## src/hdl/rolling_spearman_rank_correlation_core_macros.svh

```systemverilog
// Assertion macros shared by the rank correlation core.
`ifndef ROLLING_SPEARMAN_RANK_CORRELATION_CORE_MACROS_SVH
`define ROLLING_SPEARMAN_RANK_CORRELATION_CORE_MACROS_SVH

// Condition must hold at every edge out of reset.
`define RSRC_CHECK(label, cond, msg) \
    label: assert property (@(posedge i_clk) disable iff (!i_rst_n) (cond)) else $error(msg);

// Trigger at one edge implies condition at the next.
`define RSRC_CHECK_NEXT(label, trig, cond, msg) \
    label: assert property (@(posedge i_clk) disable iff (!i_rst_n) \
        (trig) |=> (cond)) else $error(msg);

`endif

```

## src/hdl/rsrc_pkg.sv

```systemverilog
// Types and constants of the rank correlation core.
`default_nettype none
package rsrc_pkg;

    localparam int CFG_W = 7;
    localparam logic [CFG_W-1:0] CFG_RESET = 7'd20;
    localparam int MIN_WINDOW = 10;
    localparam logic signed [32:0] Q30_ONE = 33'sh0_4000_0000;
    localparam logic [32:0] Q31_ONE = 33'h0_8000_0000;

    typedef struct packed {
        logic signed [31:0] factor_sample;
        logic signed [31:0] return_sample;
        logic               series_start;
    } t_in_item;

    typedef struct packed {
        logic signed [31:0] ic_value;
        logic               window_full;
    } t_out_item;

    typedef struct packed {
        logic accept;
        logic setup_k;
        logic mul_sq;
        logic mul_den;
        logic latch_k;
        logic issue_i;
        logic diff;
        logic square;
        logic prep_div;
        logic div_step;
        logic out_zero;
        logic out_ic;
    } t_cmd;

    typedef struct packed {
        logic full;
        logic i_last;
        logic k_last;
        logic div_last;
    } t_status;

endpackage
`default_nettype wire

```

## src/hdl/rsrc_ctrl.sv

```systemverilog
// Sequencer for the rank correlation core.
`default_nettype none
module rsrc_ctrl (
    input  wire logic             i_clk,
    input  wire logic             i_rst_n,
    input  wire logic             i_in_valid,
    output logic                  o_in_ready,
    output logic                  o_out_valid,
    input  wire logic             i_out_ready,
    input  wire rsrc_pkg::t_status i_status,
    output rsrc_pkg::t_cmd        o_cmd
);
    import rsrc_pkg::*;

    typedef enum logic [3:0] {
        S_IDLE, S_CHECK, S_MUL1, S_MUL2, S_KRD, S_KLAT, S_ISSUE, S_DRAIN,
        S_DIFF, S_SQ, S_PREP, S_DIV, S_OUT_ZERO, S_OUT_IC
    } t_state;

    t_state r_state, n_state;
    logic   r_out_valid, n_out_valid;
    logic   slot_free;

    assign slot_free   = !r_out_valid || i_out_ready;
    assign o_in_ready  = (r_state == S_IDLE);
    assign o_out_valid = r_out_valid;

    always_comb begin
        o_cmd       = '0;
        n_state     = r_state;
        n_out_valid = r_out_valid && !i_out_ready;
        case (r_state)
            S_IDLE: begin
                if (i_in_valid) begin
                    o_cmd.accept = 1'b1;
                    n_state      = S_CHECK;
                end
            end
            S_CHECK: begin
                o_cmd.setup_k = 1'b1;
                n_state = i_status.full ? S_MUL1 : S_OUT_ZERO;
            end
            S_MUL1: begin
                o_cmd.mul_sq = 1'b1;
                n_state      = S_MUL2;
            end
            S_MUL2: begin
                o_cmd.mul_den = 1'b1;
                n_state       = S_KRD;
            end
            S_KRD:  n_state = S_KLAT;
            S_KLAT: begin
                o_cmd.latch_k = 1'b1;
                n_state       = S_ISSUE;
            end
            S_ISSUE: begin
                o_cmd.issue_i = 1'b1;
                if (i_status.i_last) n_state = S_DRAIN;
            end
            S_DRAIN: n_state = S_DIFF;
            S_DIFF: begin
                o_cmd.diff = 1'b1;
                n_state    = S_SQ;
            end
            S_SQ: begin
                o_cmd.square = 1'b1;
                n_state = i_status.k_last ? S_PREP : S_KRD;
            end
            S_PREP: begin
                o_cmd.prep_div = 1'b1;
                n_state        = S_DIV;
            end
            S_DIV: begin
                o_cmd.div_step = 1'b1;
                if (i_status.div_last) n_state = S_OUT_IC;
            end
            S_OUT_ZERO: begin
                if (slot_free) begin
                    o_cmd.out_zero = 1'b1;
                    n_out_valid    = 1'b1;
                    n_state        = S_IDLE;
                end
            end
            S_OUT_IC: begin
                if (slot_free) begin
                    o_cmd.out_ic = 1'b1;
                    n_out_valid  = 1'b1;
                    n_state      = S_IDLE;
                end
            end
            default: n_state = S_IDLE;
        endcase
    end

    always_ff @(posedge i_clk) begin
        if (!i_rst_n) begin
            r_state     <= S_IDLE;
            r_out_valid <= 1'b0;
        end else begin
            r_state     <= n_state;
            r_out_valid <= n_out_valid;
        end
    end

endmodule
`default_nettype wire

```

## config.mk

```make
export PLATFORM = sky130hd
export DESIGN_NAME = rsrc_ctrl
export DESIGN_NICKNAME = d
export VERILOG_FILES = /design/src/hdl/rolling_spearman_rank_correlation_core_macros.svh /design/src/hdl/rsrc_pkg.sv /design/src/hdl/rsrc_ctrl.sv
export SDC_FILE = /design/constraint.sdc
export NUM_CORES = 1
export LEC_CHECK = 0
export BUFFER_PORTS_ARGS = -buffer_cell sky130_fd_sc_hd__buf_2
export CAP_MARGIN = 40
export CORE_AREA = 2 2 39 41
export DETAILED_ROUTE_END_ITERATION = 6
export DIE_AREA = 0 0 41 43
export PLACE_DENSITY = 0.77
export SYNTH_ARGS = -nofsm -noshare
export SYNTH_HDL_FRONTEND = slang
export SYNTH_SLANG_ARGS = --single-unit
```

## constraint.sdc

```tcl
create_clock -name i_clk -period 3.1 [get_ports i_clk]
set_input_delay 0.155 -clock i_clk [delete_from_list [all_inputs] [get_ports i_clk]]
set_output_delay 0.155 -clock i_clk [all_outputs]
set_load 0.01 [all_outputs]
```

==> results of run 1 <==
-- worst register-to-register path: stages (launching register included) --
cell,delay [ps]
dfxtp_1,600
nand2_1,240
o32ai_4,300
a21oi_2,90
a32o_1,240
-- layout make-up --
| class | instances | area, µm² | area share [%] |
|---|---|---|---|
| clock buffer | 3 | 22.5 | 3.81 |
| clock inverter | 1 | 5.00 | 0.847 |
| inverter | 2 | 7.51 | 1.27 |
| multi-input combinational | 49 | 330 | 55.9 |
| sequential | 5 | 100 | 16.9 |
| tap | 16 | 20.0 | 3.39 |
| timing repair buffer | 21 | 105 | 17.8 |
-- state kept, by name, summed over array words and instances, names as in the netlist --
name         flops
o_out_valid      1
r_state          4
-- cell families after synthesis --
logic type / Yosys count
simple gates: 30
compound gates: 18
buf+inv: 8
flops: 5
mux: 1
-- per-layer routing --
layer	up-vias	track usage, %	routed length [µm]
li1	267	-	-
met1	204	15.8	479
met2	19	22.2	473
met3	2	4.71	62
met4	0	6.00	18
met5	-	0	0
-- stage by stage --
stage,util [%],setup slack (ps)
after global placement,40.7,1580
after floorplan,-,1660
after global routing,42.7,1320
after CTS,42.7,1430
final,42.7,1440
after detailed placement,40.7,1530
-- final timing paths --
kind	end	slack, ps	start
min	r_state[2]$_SDFFE_PN0P_	170	i_rst_n
max	o_cmd[11]	1440	r_state[2]$_SDFFE_PN0P_
min reg2reg	o_out_valid$_SDFF_PN0_	620	o_out_valid$_SDFF_PN0_
max reg2reg	r_state[2]$_SDFFE_PN0P_	1530	r_state[3]$_SDFFE_PN0P_
-- power groups by stage --
stage	Combinational [mW]	Sequential, mW	Clock, mW
3_5_place_dp	0.0673	0.0861	0
4_1_cts	0.0679	0.0845	0.0817
6_report	0.0672	0.0846	0.0791
3_3_place_gp	0.0672	0.0851	0
2_1_floorplan	0.0681	0.0744	0
5_1_grt	0.0752	0.0870	0.0865
-- cell usage after synthesis (2+ instances only) --
master	instances
nor2_1	9
dfxtp_1	5
nand2_1	5
nor3_1	4
buf_6	3
nand2b_1	3
a21boi_0	2
a32o_1	2
inv_1	2
nand3_1	2
o21ai_0	2
==> results.txt, run 1 <==
Post CTS Setup Buffer Count - 0
Seq pwr share - 36.6%
Fin. Hold Viols - 0
Wirelength per Cell - 10.6 µm
Fmax - 0.601 GHz
Crit Path Max Fanout - 13
CP max stage delay - 410 ps
Synth cell types - 34
Critical path depth - 4
Design Power - 231 µW
Clk buf depth - 2
CP Class - reg2out
Crit path cell chain - or2_1, nor3_1, and2_1, buf_2
Placed cell area - 563 µm²
Tmin final - 1660 ps
Inst Count DP - 93
Largest net degree at the start of global routing - 17
Maxcap violations - 0
Final setup vio count - 0
Synthesized area per cell - 8.03 µm²
Post-CTS Hold Buffers - 0
Setup TNS - 0 ps
Switch share - 35.9%
H-tree depth - 1
Drt drc - 0
Post-Synthesis Cells - 62
Power density over cell area - 391 mW/mm²
Fin area - 591 µm²
Die area - 0.00176 mm²
Total Routing Usage GR - 13.9%
Std cell rows - 14
HP Class - in2reg
Clk pin slew, worst setup/hold paths - 50 ps
Initial DRC Count - 4
Most frequent cells in the layout - 21 x buf_2, 9 x nor2_1, 5 x nand2_1, 5 x dfxtp_1, 4 x nor3_1
Worst EP required - 2940 ps
XOR/XNOR Fraction of Synth Area - 0%
Worst slew pin tran - 458 ps
CP endpoint kind - output port
Post-DRT Antenna Nets - 0
Worst-Skew Late Latency - 250 ps
VDD IR max - 0.182 mV
Core Area - 0.00138 mm²
Slew margin rel. - 69.4%
Vias per cell - 5.07
Share of post-route cells with drive strength above 1 - 38.3%
Worst path slowest cell - dfxtp_1
Seq cells post-synth - 5
Async SR Flop Fraction - 0%
Synth-to-Final Area Change - 18.6%
LEAKAGE - 0.251 nW
Non-filler cells, final - 97
Skew final - 2.95 ps
Clock power frac - 34.3%
Ys flop type - dfxtp_1
Port Buffers - 21
First-pass GRT wire length - 1670 µm
Tcrit/Tclk final - 53.7%
Multiplexer share of the synthesized area - 2.01%
R2R depth - 4
Commonest non-fill, non-tap cell in the layout - buf_2
Synth Area in Compound Gates - 34.7%
Total Routed Length - 1030 µm
Largest family of logic cells by synthesized area - compound AO/OA/AOI/OAI gates
Worst setup SP type - register
Switching power - 83.0 µW
Comb power frac - 29.1%
Num CTS Buffers - 3
CP Buf/Inv Count - 1
CP top delay family - simple AND/OR/NAND/NOR gates
Top post-synthesis cells by area - dfxtp_1 20%, nor2_1 6.8%, buf_6 6.8%
Die span in y - 43 µm
Vias in the first global route - 421
RSZ-0062 raised after global routing - false
Yosys top cell area share - 20.1%
Syn nets - 70
Post-CTS resize count - 0
Largest area contributor in the netlist - dfxtp_1
Final Slew Violations - 0
Cells on Worst Hold Path - 2
Gpl congestion - 0.783
Post-Synth Simple-Gate Area - 29.6%
Worst hold slack - 172 ps
DR vias - 492
Die Span X - 41 µm
Grt total ovfl - 0
Synth Area in Adders - 0%
Synthesis Warnings - 0
CTS tree - done
Register area share after synthesis - 20.1%
Initial antenna violation count - 0
Cell Area, Synth - 498 µm²
Filler instances - 145
Sink Count - 5
Post-synth EDFFs - 0
CTS root buffer - clkbuf_4
N_diodes - 0
Post-layout net count - 90
DP HPWL - 799 µm
Initial Util - 36.0%
Status - finished, final reports clean
Worst Path Arrival - 1510 ps
Internal - 148 µW
# IOs - 22
First-pass DRT Iterations - 2
No activity file was read; power rests on OpenSTA's default activity.
==> run 2: changes to the inputs <==
- clock period: 3.1 -> 1.7 ns (I/O delays scaled with it)
==> run 2 against run 1 <==
Critical path depth is the same; sequential share of layout area shrank 0.39 points; first-iteration DRC count grew to 4.3 times the previous value; critical path type unchanged.
==> results.txt, run 2 (same netlist as run 1, synthesis figures left out) <==
Final setup vio count - 0
HP Class - in2reg
Share of post-route cells with drive strength above 1 - 38.6%
Pre-CTS WS - 229 ps
Filler instances - 152
H-tree depth - 1
CP Buf/Inv Count - 1
N_diodes - 0
Initial DRC Count - 17
Port Buffers - 21
Worst setup SP type - register
Commonest non-fill, non-tap cell in the layout - buf_2
Worst slew pin tran - 455 ps
Post CTS Setup Buffer Count - 0
Fmax - 0.640 GHz
Most frequent cells in the layout - 21 x buf_2, 9 x nor2_1, 5 x nand2_1, 5 x dfxtp_1, 4 x nor3_1
Reg-to-reg critical path startpoint - r_state[2]$_SDFFE_PN0P_
Drt drc - 0
Gpl congestion - 0.816
Initial antenna violation count - 0
Crit path from - r_state[2]$_SDFFE_PN0P_
Core Area - 0.00138 mm²
Grt total ovfl - 0
Num CTS Buffers - 3
Largest net degree at the start of global routing - 14
Std cell rows - 14
Skew final - 2.86 ps
Post-DRT Antenna Nets - 0
CP Class - reg2out
Synth-to-Final Area Change - 21.4%
CP max stage delay - 410 ps
DP HPWL - 886 µm
Sink Count - 5
RSZ-0062 raised after global routing - false
Tcrit/Tclk final - 91.9%
Clk pin slew, worst setup/hold paths - 40 ps
VDD IR max - 0.287 mV
Status - finished, final reports clean
Total Routed Length - 1110 µm
DR vias - 513
Post-CTS resize count - 0
Fin area - 604 µm²
CTS tree - done
Maxcap violations - 0
Final Slew Violations - 0
Non-filler cells, final - 99
Crit Path Max Fanout - 13
Final core occ - 43.7%
Wirelength per Cell - 11.2 µm
Post-CTS Hold Buffers - 0
Placed cell area - 578 µm²
Slack of the critical path - 138 ps
LEAKAGE - 0.259 nW
CTS root buffer - clkbuf_4
Post-layout net count - 92
Worst Path Arrival - 1480 ps
Largest register FFs - 4
Slew margin rel. - 69.4%
Vias per cell - 5.18
Tmin final - 1560 ps
Die Span X - 41 µm
CP top delay family - simple AND/OR/NAND/NOR gates
Inst Count DP - 95
First-pass GRT wire length - 1710 µm
Worst EP required - 1620 ps
CP endpoint kind - output port
# IOs - 22
HP Start - i_rst_n
Total Routing Usage GR - 13.8%
Setup TNS - 0 ps
Design Power - 419 µW
Worst hold slack - 136 ps
Worst path slowest cell - dfxtp_1
Fin. Hold Viols - 0
Initial Util - 36.0%
Die span in y - 43 µm
Crit path cell chain - or2_1, nor3_1, and2_1, buf_2
Power density over cell area - 694 mW/mm²
Vias in the first global route - 412
Worst-Skew Late Latency - 230 ps
First-pass DRT Iterations - 4
Die area - 0.00176 mm²
Most flop-heavy register - r_state
Clk buf depth - 2
-- run 2: cell count changes in the layout (fill, tap and decap cells not counted), sizes merged --
cell | previous run | this run
clkinv | 1 | 0
clkbuf | 3 | 4
buf | 21 | 23
-- run 2: worst paths after layout --
path                                           endpoint  slack [ps]  cells after the start
worst min register to register   o_out_valid$_SDFF_PN0_         620                      2
worst min-delay path            r_state[3]$_SDFFE_PN0P_         140                      2
worst max-delay path                          o_cmd[11]         140                      4
worst max register to register  r_state[2]$_SDFFE_PN0P_         200                      4
-- run 2: layout make-up --
| class | count | area, µm² | share of cell area [%] |
|---|---|---|---|
| multi-input combinational | 49 | 330 | 54.7 |
| timing repair buffer | 23 | 120 | 19.9 |
| sequential | 5 | 100 | 16.6 |
| clock buffer | 4 | 26.3 | 4.35 |
| tap | 16 | 20.0 | 3.31 |
| inverter | 2 | 7.51 | 1.24 |
-- run 2: routing by layer --
| layer | global-route usage, % | routed length (µm) |
|---|---|---|
| met1 | 18.4 | 519 |
| met2 | 21.3 | 514 |
| met3 | 3.14 | 78 |
| met4 | 4.00 | 0 |
| met5 | 0 | 0 |
-- run 2: power breakdown --
part / switching (mW) / internal, mW / leakage, nW
Combinational: 0.0740 / 0.0633 / 0.203
Sequential: 0.0226 / 0.127 / 0.0408
Clock: 0.0439 / 0.0884 / 0.0150
==> run 3: changes to the inputs <==
- BUFFER_PORTS_ARGS: -buffer_cell sky130_fd_sc_hd__buf_2 -> not set
- DONT_BUFFER_PORTS: not set -> 1
- MAX_ROUTING_LAYER: not set -> met4
- PLACE_DENSITY: 0.77 -> 0.63
==> run 3 against run 2 <==
Sequential share of layout area increased by 2.8 points; die area unchanged; largest power group unchanged; clock skew increased by 2.1 ps; utilization decreased by 6.3 points; clock-buffer cell count unchanged; combinational power decreased by 7%; flip-flop and latch count unchanged; clock power increased by 5%; critical endpoint unchanged; worst hold slack got worse by 84 ps.
==> results.txt, run 3 (same netlist as run 1, synthesis figures left out) <==
Drt drc - 0
Die area - 0.00176 mm²
Core Area - 0.00138 mm²
Clk pin slew, worst setup/hold paths - 50 ps
Clock power frac - 33.9%
Worst setup SP type - register
CTS root buffer - clkbuf_4
Status - finished, final reports clean
Worst EP required - 1620 ps
Wirelength per Cell - 13.8 µm
CP endpoint kind - output port
Total Routed Length - 1110 µm
Seq pwr share - 35.2%
HP Start - i_rst_n
Metal2 WL - 537 µm
Comb power frac - 30.9%
Tcrit/Tclk final - 89.4%
Largest net degree at the start of global routing - 14
Power density over cell area - 794 mW/mm²
Vias per cell - 6.00
Highest Signal Layer - met4
Inst Count DP - 75
# IOs - 22
Worst Path Arrival - 1430 ps
Post-CTS resize count - 0
Post-layout net count - 73
VDD IR max - 0.316 mV
Fin area - 517 µm²
Met1 WL - 468 µm
Die Span X - 41 µm
Fmax - 0.658 GHz
Post-CTS Hold Buffers - 1
Synth-to-Final Area Change - 3.77%
Switch share - 34.2%
DP HPWL - 860 µm
Total Routing Usage GR - 14.4%
Largest register FFs - 4
Crit Path Max Fanout - 13
Crit path from - r_state[2]$_SDFFE_PN0P_
LEAKAGE - 0.166 nW
Initial Util - 36.0%
Filler instances - 157
Std cell rows - 14
Clk buf depth - 2
Worst path slowest cell - dfxtp_1
Design Power - 410 µW
Commonest non-fill, non-tap cell in the layout - nor2_1
Most flop-heavy register - r_state
Met3 wire length - 84 µm
CTS tree - done
H-tree depth - 1
Grt total ovfl - 0
Sink Count - 5
N_diodes - 0
Placed cell area - 480 µm²
First-pass DRT Iterations - 4
Crit path cell chain - or2_1, nor3_1, and2_1
Initial DRC Count - 10
Internal - 270 µW
Flop2flop setup slack - 190 ps
Post CTS Setup Buffer Count - 0
Slack of the critical path - 180 ps
Worst-Skew Late Latency - 240 ps
Skew final - 4.96 ps
Reg-to-reg critical path startpoint - r_state[2]$_SDFFE_PN0P_
Post-DRT Antenna Nets - 0
Vias in the first global route - 416
Tmin final - 1520 ps
Non-filler cells, final - 80
CP Class - reg2out
Port Buffers - 0
Die span in y - 43 µm
Share of post-route cells with drive strength above 1 - 18.8%
Register Area - 100 µm²
RSZ-0062 raised after global routing - false
Pre-CTS WS - 197 ps
Initial antenna violation count - 0
Fin. Hold Viols - 0
Worst hold slack - 52.4 ps
Num CTS Buffers - 3
DR vias - 480
HP Class - in2reg
Final setup vio count - 0
Slew margin rel. - 70.3%
Gpl congestion - 0.756
Area of the multi-input gates - 330 µm²
Maxcap violations - 0
Setup TNS - 0 ps
Final Slew Violations - 0
Final core occ - 37.3%
First-pass GRT wire length - 1740 µm
Most frequent cells in the layout - 9 x nor2_1, 5 x nand2_1, 5 x dfxtp_1
Switching power - 141 µW
CP max stage delay - 410 ps
Worst slew pin tran - 441 ps
[run 3: changes by cell type in the layout (fill, tap and decap cells not counted)]
cell,delta
buf_2,-21
dlygate4sd3_1,+1
buf_4,+1
[run 3: worst max-delay path: cells and delay by family (launching register included)]
family / cells / cell delay (ps)
flip-flops: 1 / 410
AND/OR/NAND/NOR: 3 / 770
[run 3: power groups by stage]
stage	clock network [mW]	logic [mW]	registers (mW)
after floorplan	0	0.124	0.136
after global placement	0	0.123	0.146
after detailed placement	0	0.124	0.146
after CTS	0.145	0.127	0.144
after global routing	0.153	0.140	0.146
final	0.139	0.127	0.144
[run 3: path summary, 6_finish.rpt]
| path | to | cells past startpoint |
|---|---|---|
| hold / removal | r_state[1]$_SDFFE_PN0P_ | 2 |
| setup / recovery | o_cmd[11] | 3 |
| hold reg to reg | o_out_valid$_SDFF_PN0_ | 2 |
| setup reg to reg | r_state[0]$_SDFFE_PN0P_ | 4 |
[run 3: cell type report]
class / count / area share (%)
timing repair buffer: 4 / 6.30
tap: 16 / 3.87
inverter: 2 / 1.45
multi-input combinational: 49 / 63.9
sequential: 5 / 19.4
clock buffer: 4 / 5.08
[run 3: metal layers]
| metal | global-route usage, % | up-vias |
|---|---|---|
| met1 | 19.0 | 220 |
| met3 | 1.57 | 2 |
| li1 | - | 235 |
| met2 | 21.6 | 23 |
| met5 | - | - |
| met4 | 6.00 | 0 |
